`src/hdl/ymr_pkg.sv`:
```
// Package with the transaction types, codes and CRC function of the YMODEM block receiver.
`timescale 1ns / 1ps

package ymr_pkg;

  localparam int unsigned LONG_BLOCK_BYTES  = 1024;
  localparam int unsigned SHORT_BLOCK_BYTES = 128;

  localparam int unsigned IndexW = 11;

  // Frame lengths include type, sequence, complement and two CRC bytes.
  localparam logic [IndexW-1:0] SHORT_FRAME_LEN = IndexW'(SHORT_BLOCK_BYTES + 5);
  localparam logic [IndexW-1:0] LONG_FRAME_LEN  = IndexW'(LONG_BLOCK_BYTES + 5);
  localparam logic [IndexW-1:0] INDEX_MAX       = {IndexW{1'b1}};

  localparam logic [7:0] SOH_CODE   = 8'h01;
  localparam logic [7:0] STX_CODE   = 8'h02;
  localparam logic [7:0] NUL_CODE   = 8'h00;
  localparam logic [7:0] HDR_CMPL   = 8'hFF;
  localparam logic [7:0] CAN_CODE   = 8'h18;
  localparam logic [7:0] DIGIT_ZERO = 8'h30;
  localparam logic [7:0] DIGIT_NINE = 8'h39;

  localparam logic [2:0]  CANCEL_RUN = 3'd5;
  localparam logic [15:0] CRC_POLY   = 16'h1021;

  typedef enum logic [2:0] {
    KIND_PAYLOAD   = 3'd0,
    KIND_BLOCK_OK  = 3'd1,
    KIND_BLOCK_REJ = 3'd2,
    KIND_CANCELLED = 3'd3,
    KIND_HDR_OK    = 3'd4,
    KIND_HDR_FAIL  = 3'd5,
    KIND_COMPLETE  = 3'd6
  } kind_e;

  typedef enum logic [2:0] {
    PH_HEADER    = 3'd0,
    PH_DATA      = 3'd1,
    PH_DONE      = 3'd2,
    PH_CANCELLED = 3'd3,
    PH_FAILED    = 3'd4
  } phase_e;

  typedef struct packed {
    logic       func;
    logic [7:0] rx_byte;
  } ymr_in_t;

  typedef struct packed {
    kind_e       result_kind;
    logic [7:0]  data_byte;
    logic [31:0] announced_size;
    logic [31:0] received_total;
    logic [7:0]  block_seq;
  } ymr_out_t;

  // CRC-16/XMODEM update by one byte, most significant bit first.
  function automatic logic [15:0] crc_byte(input logic [15:0] crc, input logic [7:0] b);
    logic [15:0] c;
    c = crc ^ {b, 8'h00};
    for (int i = 0; i < 8; i++) begin
      if (c[15]) begin
        c = {c[14:0], 1'b0} ^ CRC_POLY;
      end else begin
        c = {c[14:0], 1'b0};
      end
    end
    return c;
  endfunction

endpackage

```
`src/hdl/ymodem_block_receiver.sv`:
```
// YMODEM block receiver: frame checking, size parsing and result output buffer.
`timescale 1ns / 1ps

// The input channel carries one transaction per received byte (func = 0) or per
// idle gap that ends the current frame (func = 1). The output channel carries at
// most one result per input transaction: a streamed payload byte, a block or
// header verdict, a cancel notice or transfer completion.
// Each input transaction is handled in the cycle it is accepted; its result is
// registered in the output register, or in the skid register while that is held.
// The block takes one transaction per cycle while the input is not stalled, as
// the CRC update and the 32-bit size and total arithmetic are combinational.
// When the output is stalled, results are held in the output register and one
// skid register; the input stall rises only when the skid register is full, so
// the input keeps flowing until one more result has been taken after the output
// stalls.
// Reset clears the control state: the block expects header block 0 and the expected
// sequence number is one. After completion, cancel or a failed header, all input
// transactions are taken and dropped until the next reset.
module ymodem_block_receiver
  import ymr_pkg::*;
(
  input  logic     clk_i,
  input  logic     rst_ni,
  input  logic     in_valid_i,
  output logic     in_stall_o,
  input  ymr_in_t  in_data_i,
  output logic     out_valid_o,
  input  logic     out_stall_i,
  output ymr_out_t out_data_o
);

  phase_e            phase_q, phase_d;
  logic [IndexW-1:0] frame_index_q, frame_index_d;
  logic [IndexW-1:0] frame_length_q, frame_length_d;
  logic [7:0]        expected_seq_q, expected_seq_d;
  logic [15:0]       crc_accum_q, crc_accum_d;
  logic [15:0]       crc_received_q, crc_received_d;
  logic              frame_bad_q, frame_bad_d;
  logic [2:0]        cancel_count_q, cancel_count_d;
  logic              name_done_q, name_done_d;
  logic              size_done_q, size_done_d;
  logic [31:0]       size_value_q, size_value_d;
  logic [31:0]       total_q, total_d;
  logic [7:0]        seq_seen_q, seq_seen_d;

  logic     out_valid_q, skid_valid_q;
  ymr_out_t out_q, skid_q;

  logic        in_accept, out_pop, terminal;
  logic        res_valid;
  ymr_out_t    res;
  logic [7:0]  b;
  logic [35:0] size_mul;
  logic [32:0] total_sum;
  logic        frame_ok;
  logic        cancel_fire;

  assign in_accept = in_valid_i && !in_stall_o;
  assign out_pop   = out_valid_q && !out_stall_i;
  assign terminal  = (phase_q == PH_DONE) || (phase_q == PH_CANCELLED) ||
                     (phase_q == PH_FAILED);
  assign b         = in_data_i.rx_byte;

  // size * 10 + digit, as shifts and adds.
  assign size_mul  = {1'b0, size_value_q, 3'b000} + {3'b000, size_value_q, 1'b0} +
                     {32'd0, 4'(b - DIGIT_ZERO)};
  assign total_sum = {1'b0, total_q} + {22'd0, frame_length_q - IndexW'(5)};

  always_comb begin
    phase_d        = phase_q;
    frame_index_d  = frame_index_q;
    frame_length_d = frame_length_q;
    expected_seq_d = expected_seq_q;
    crc_accum_d    = crc_accum_q;
    crc_received_d = crc_received_q;
    frame_bad_d    = frame_bad_q;
    cancel_count_d = cancel_count_q;
    name_done_d    = name_done_q;
    size_done_d    = size_done_q;
    size_value_d   = size_value_q;
    total_d        = total_q;
    seq_seen_d     = seq_seen_q;
    res_valid      = 1'b0;
    res            = '0;
    frame_ok       = 1'b0;
    cancel_fire    = 1'b0;

    if (in_accept && !terminal) begin
      if (!in_data_i.func) begin
        if (frame_index_q != INDEX_MAX) begin
          frame_index_d = frame_index_q + IndexW'(1);
        end
        // A run of cancel bytes counts only from the first byte of a frame.
        if ((phase_q == PH_DATA) && (b == CAN_CODE) &&
            ({8'd0, cancel_count_q} == frame_index_q) && (cancel_count_q < CANCEL_RUN)) begin
          cancel_count_d = cancel_count_q + 3'd1;
          if (cancel_count_d == CANCEL_RUN) begin
            cancel_fire       = 1'b1;
            phase_d           = PH_CANCELLED;
            res_valid         = 1'b1;
            res.result_kind   = KIND_CANCELLED;
          end
        end
        if (!cancel_fire) begin
          if (frame_index_q == IndexW'(0)) begin
            if (b == SOH_CODE) begin
              frame_length_d = SHORT_FRAME_LEN;
            end else if (b == STX_CODE) begin
              frame_length_d = LONG_FRAME_LEN;
            end else begin
              frame_bad_d = 1'b1;
            end
          end else if (frame_index_q == IndexW'(1)) begin
            seq_seen_d = b;
            if ((phase_q == PH_HEADER) && (b != NUL_CODE)) begin
              frame_bad_d = 1'b1;
            end
          end else if (frame_index_q == IndexW'(2)) begin
            if ((phase_q == PH_HEADER) && (b != HDR_CMPL)) begin
              frame_bad_d = 1'b1;
            end
          end else if (!frame_bad_q) begin
            if (frame_index_q < (frame_length_q - IndexW'(2))) begin
              crc_accum_d = crc_byte(crc_accum_q, b);
              if (phase_q == PH_HEADER) begin
                // File name up to its NUL, then the decimal size.
                if (!name_done_q) begin
                  if (b == NUL_CODE) begin
                    name_done_d = 1'b1;
                  end
                end else if (!size_done_q) begin
                  if ((b >= DIGIT_ZERO) && (b <= DIGIT_NINE)) begin
                    size_value_d = (size_mul[35:32] != 4'd0) ? 32'hFFFF_FFFF : size_mul[31:0];
                  end else begin
                    size_done_d = 1'b1;
                  end
                end
              end else begin
                res_valid       = 1'b1;
                res.result_kind = KIND_PAYLOAD;
                res.data_byte   = b;
              end
            end else begin
              crc_received_d = {crc_received_q[7:0], b};
            end
          end
        end
      end else if (frame_index_q != IndexW'(0)) begin
        frame_ok  = !frame_bad_q && (frame_index_q == frame_length_q) &&
                    (crc_accum_q == crc_received_q);
        res_valid     = 1'b1;
        res.block_seq = seq_seen_q;
        if (phase_q == PH_HEADER) begin
          if (!(frame_ok && (frame_length_q == SHORT_FRAME_LEN))) begin
            phase_d         = PH_FAILED;
            res.result_kind = KIND_HDR_FAIL;
          end else if (size_value_q == 32'd0) begin
            phase_d         = PH_DONE;
            res.result_kind = KIND_COMPLETE;
          end else begin
            phase_d         = PH_DATA;
            res.result_kind = KIND_HDR_OK;
          end
        end else if (frame_ok && (seq_seen_q == expected_seq_q)) begin
          total_d        = total_sum[32] ? 32'hFFFF_FFFF : total_sum[31:0];
          expected_seq_d = expected_seq_q + 8'd1;
          if (total_d >= size_value_q) begin
            phase_d         = PH_DONE;
            res.result_kind = KIND_COMPLETE;
          end else begin
            res.result_kind = KIND_BLOCK_OK;
          end
        end else begin
          res.result_kind = KIND_BLOCK_REJ;
        end
        frame_index_d  = '0;
        frame_length_d = '0;
        crc_accum_d    = '0;
        crc_received_d = '0;
        frame_bad_d    = 1'b0;
        cancel_count_d = '0;
        name_done_d    = 1'b0;
        size_done_d    = 1'b0;
        seq_seen_d     = '0;
      end
    end
    res.announced_size = size_value_d;
    res.received_total = total_d;
  end

  always_ff @(posedge clk_i or negedge rst_ni) begin
    if (!rst_ni) begin
      phase_q        <= PH_HEADER;
      frame_index_q  <= '0;
      frame_length_q <= '0;
      expected_seq_q <= 8'd1;
      crc_accum_q    <= '0;
      crc_received_q <= '0;
      frame_bad_q    <= 1'b0;
      cancel_count_q <= '0;
      name_done_q    <= 1'b0;
      size_done_q    <= 1'b0;
      size_value_q   <= '0;
      total_q        <= '0;
      seq_seen_q     <= '0;
    end else begin
      phase_q        <= phase_d;
      frame_index_q  <= frame_index_d;
      frame_length_q <= frame_length_d;
      expected_seq_q <= expected_seq_d;
      crc_accum_q    <= crc_accum_d;
      crc_received_q <= crc_received_d;
      frame_bad_q    <= frame_bad_d;
      cancel_count_q <= cancel_count_d;
      name_done_q    <= name_done_d;
      size_done_q    <= size_done_d;
      size_value_q   <= size_value_d;
      total_q        <= total_d;
      seq_seen_q     <= seq_seen_d;
    end
  end

  // Output register plus one skid entry. The skid entry only fills while the
  // output register is held, and new input is refused while it is full.
  always_ff @(posedge clk_i or negedge rst_ni) begin
    if (!rst_ni) begin
      out_valid_q  <= 1'b0;
      skid_valid_q <= 1'b0;
    end else if (skid_valid_q) begin
      if (out_pop) begin
        skid_valid_q <= 1'b0;
      end
    end else if (!out_valid_q || out_pop) begin
      out_valid_q <= res_valid;
    end else if (res_valid) begin
      skid_valid_q <= 1'b1;
    end
  end

  always_ff @(posedge clk_i) begin
    if (skid_valid_q) begin
      if (out_pop) begin
        out_q <= skid_q;
      end
    end else if (!out_valid_q || out_pop) begin
      if (res_valid) begin
        out_q <= res;
      end
    end else if (res_valid) begin
      skid_q <= res;
    end
  end

  assign in_stall_o  = skid_valid_q;
  assign out_valid_o = out_valid_q;
  assign out_data_o  = out_q;

  a_skid_needs_out: assert property (@(posedge clk_i) disable iff (!rst_ni)
    skid_valid_q |-> out_valid_q)
    else $error("skid entry holds a result while the output register is empty");

  a_done_sticky: assert property (@(posedge clk_i) disable iff (!rst_ni)
    (phase_q == PH_DONE) |=> (phase_q == PH_DONE))
    else $error("phase left the completed state");

  a_failed_sticky: assert property (@(posedge clk_i) disable iff (!rst_ni)
    (phase_q == PH_FAILED) |=> (phase_q == PH_FAILED))
    else $error("phase left the failed-header state");

  a_frame_start_clean: assert property (@(posedge clk_i) disable iff (!rst_ni)
    (frame_index_q == IndexW'(0)) |-> ((crc_accum_q == 16'd0) && !frame_bad_q))
    else $error("frame state not cleared at the start of a frame");

  a_cancel_in_data: assert property (@(posedge clk_i) disable iff (!rst_ni)
    (cancel_count_q != 3'd0) |-> ((phase_q == PH_DATA) || (phase_q == PH_CANCELLED)))
    else $error("cancel run counted outside the data phase");

endmodule

```
`config.mk`:
```
export PLATFORM = sky130hd
export DESIGN_NAME = ymodem_block_receiver
export DESIGN_NICKNAME = d
export VERILOG_FILES = /design/src/hdl/ymr_pkg.sv /design/src/hdl/ymodem_block_receiver.sv
export SDC_FILE = /design/constraint.sdc
export NUM_CORES = 1
export LEC_CHECK = 0
export ABC_AREA = 1
export BUFFER_PORTS_ARGS = -buffer_cell sky130_fd_sc_hd__buf_2
export CORE_MARGIN = 8
export CORE_UTILIZATION = 60
export DETAILED_ROUTE_END_ITERATION = 7
export PLACE_DENSITY = 0.78
export SETUP_SLACK_MARGIN = 0.2
export SYNTH_ARGS = -nofsm -noshare
export SYNTH_HDL_FRONTEND = slang
export SYNTH_SLANG_ARGS = --single-unit
```
`constraint.sdc`:
```
create_clock -name clk_i -period 7.7 [get_ports clk_i]
set_input_delay 2.31 -clock clk_i [delete_from_list [all_inputs] [get_ports clk_i]]
set_output_delay 2.31 -clock clk_i [all_outputs]
set_load 0.05 [all_outputs]
```
==> metrics.cfg <==
[yosys]
synth.distinct_cells=54
postSynthAreaPerCell_um2=7.790
synth_edf_count=166
async_reset_ff_frac=0.4521
yosys_warnings=0
synth_top_family_by_area=simple AND/OR/NAND/NOR gates
synth_most_common_cell=nand2_1
synthCells=2439
synth-compound-area-share=0.07830
synthSimpleGateAreaFrac=0.2824
synthAdderAreaFrac=0.08416
synth_top_area_cell=edfxtp_1
netlist_area_um2=19000
ys.flop_type=edfxtp_1
yosysSeqAreaShare=0.4428
synthMuxAreaShare=0
ys_ff_latch=303
syn-num-nets=2578
synthXorXnorAreaFrac=0.02674
synth_top_area_frac=0.2623
synth_area_leaders=edfxtp_1 (26%), dfrtp_1 (18%), nand2_1 (15%)
ys_top_cells_by_count=nand2_1 (766), inv_1 (343), nor2_1 (218)

[global_routing]
grt_max_degree=100
first_global_vias=16220
grt_pass1_wl_mm=85.11
grtUsageTotal=0.2787
grt_overflow_total=0
antenna_found_initial=0

[run]
max-cap-violations=0

[route]
detail-route-antenna-nets=0
drtIter0Drc=1289
via_count=16500
post_drt_via_cell_ratio=5.588
firstDrtPassIters=6
wire_per_inst_um=17.90
drc=0
wl_mm=52.83

[die]
die_y_um=194.0
ios=98
initial_utilization=0.6053
coreArea_um2=31390
die_w_um=194.0
die-area_um2=37620
rows=65

[finish]
diodes=0
nets=2662
drive_gt1_frac=0.08353
area_growth_pct=10.26

[sta]
skew_ns=0.01716
period_minus_slack_ns=5.428
slew_violations=0
hold_violations=0
rsz0062_at_grt=no
tightest_slew_ns=1.146
timing.final.crit_share=0.7049
fin_tns_setup_ns=0
max_slew_margin=0.2357
setup_violations=0
max_freq_mhz=184.2

[clock_tree]
clock_path_buffers=3
clk_pin_slew_ns=0.06
cts_buffers=35
clock_latency_ns=0.53
post_cts_buffers=0
postCtsHoldBufs=0
cts_tree=built
cts.htree.levels=2
root_buffer=clkbuf_16
cts.sink_count=303
postCtsResizedCells=0

[worst_setup_path]
crit_path_max_incr_delay_ns=0.58
worstPathCellList=buf_2, fa_1, inv_1, fa_1, inv_1, nand2_1, nand2_1, nand3_1, nand2_1, nand2_1, nand2_1, nand2_1, nand3_1, nand2_1, nor2_4, and2_1, nand2_1, nand3_1, nand2_1
crit_family=simple AND/OR/NAND/NOR gates
end_kind=flop
crit_type=in2reg
crit_top_cell=nand2_1
crit_required_ns=7.96
cp-start-kind=input port
cp_slowest_cell=fa_1
critPathBufInv=3
arrival_ns=5.69
cp_max_fo=25

[power]
p_per_area_nw_per_um2=294.2
leakage_nw=10.19
peakVddDrop_mv=0.2051
power_mw=6.163

[placed_design]
port_buffers=97
hpwl_mm=39.38
place.gp.congestion=0.9787

[status]
run_status=complete, no violations

[worst_hold_path]
min_path_type=reg2reg

## power by group
group | internal, mW | switching [mW]
registers | 2.07 | 0.252
clock network | 0.980 | 0.671
logic | 0.591 | 1.60
## cells by family after synthesis
kind of cell | Yosys count
fa+ha+maj | 126
buf+inv | 411
flops | 303
simple gates | 1276
compound gates | 265
xor+xnor | 58
## through the flow
stage | utilization | instance area (um2) | std cells | hold slack (ns) | setup WS [ns]
final | 0.6674 | 20950 | 2952 | 0.4854 | 2.272
after global routing | 0.6674 | 20950 | 2952 | 0.5099 | 1.854
after CTS | 0.6674 | 20950 | 2952 | 0.4917 | 2.300
after detailed placement | 0.6308 | 19800 | 2888 | 0.4768 | 1.769
after global placement | 0.6308 | 19800 | 2888 | 0.4704 | 1.868
after floorplan | - | 19000 | 2439 | 0.4530 | 0.4661
## worst paths after layout
check	from	end	slack (ns)	cells past startpoint
setup / recovery	in_data_i[3]	out_data_o[61]	2.27	19
hold / removal	seq_seen_q[4]	seq_seen_q[4]	0.49	2
setup reg to reg	frame_length_q[2]	phase_q[2]	2.31	27
hold reg to reg	seq_seen_q[4]	seq_seen_q[4]	0.49	2
max in group asynchronous	rst_ni	size_value_q[14]	4.50	2
min in group asynchronous	rst_ni	size_value_q[22]	1.85	1
## final cells by class
type,instances,area (um2)
fillers,2678,10440
inverters,351,1325
repair buffers,107,579.3
clock buffers,48,994.7
multi-input cells,1725,8976
well taps,402,503.0
clock inverters,16,153.9
flip-flops and latches,303,8418
## worst min-delay path, delay by kind of cell (launching register included)
| kind | cells | cell delay (ns) |
|---|---|---|
| AO/OA/AOI/OAI | 1 | 0.06 |
| flip-flops | 1 | 0.34 |
| AND/OR/NAND/NOR | 1 | 0.05 |
## metal layers
metal	vias to the layer above	part of all wire	track usage
met5	-	0	0
met4	0	0.042	0.1197
met3	132	0.052	0.03419
met2	538	0.49	0.4891
met1	7735	0.41	0.3431
li1	8091	-	-
## cell usage in the layout (no fill, tap or decap), types with 6 or more instances in the layout
cell | Yosys | final
nand2_1 | 766 | 765
inv_1 | 343 | 343
nor2_1 | 218 | 217
edfxtp_1 | 166 | 166
nand3_1 | 136 | 136
dfrtp_1 | 136 | 135
ha_1 | 123 | 123
o21ai_0 | 110 | 110
buf_2 | 24 | 96
a21oi_1 | 85 | 85
nand4_1 | 53 | 53
clkbuf_16 | 0 | 35
nor3_1 | 33 | 33
xnor2_1 | 32 | 32
xor2_1 | 26 | 26
and2_1 | 22 | 22
o21ai_2 | 18 | 18
nor4_1 | 16 | 16
o21ai_1 | 14 | 14
o21a_1 | 9 | 9
buf_4 | 4 | 9
clkbuf_8 | 0 | 7
nand3b_1 | 6 | 6
clkbuf_1 | 23 | 6
## registers in the layout (all words and copies together), names as in the netlist, 11 cells and up
name,flops
crc_received_q,16
out_data_o,83
total_q,32
skid_q,83
crc_accum_q,16
frame_index_q,11
size_value_q,32
(Power assumes the default switching activity.)
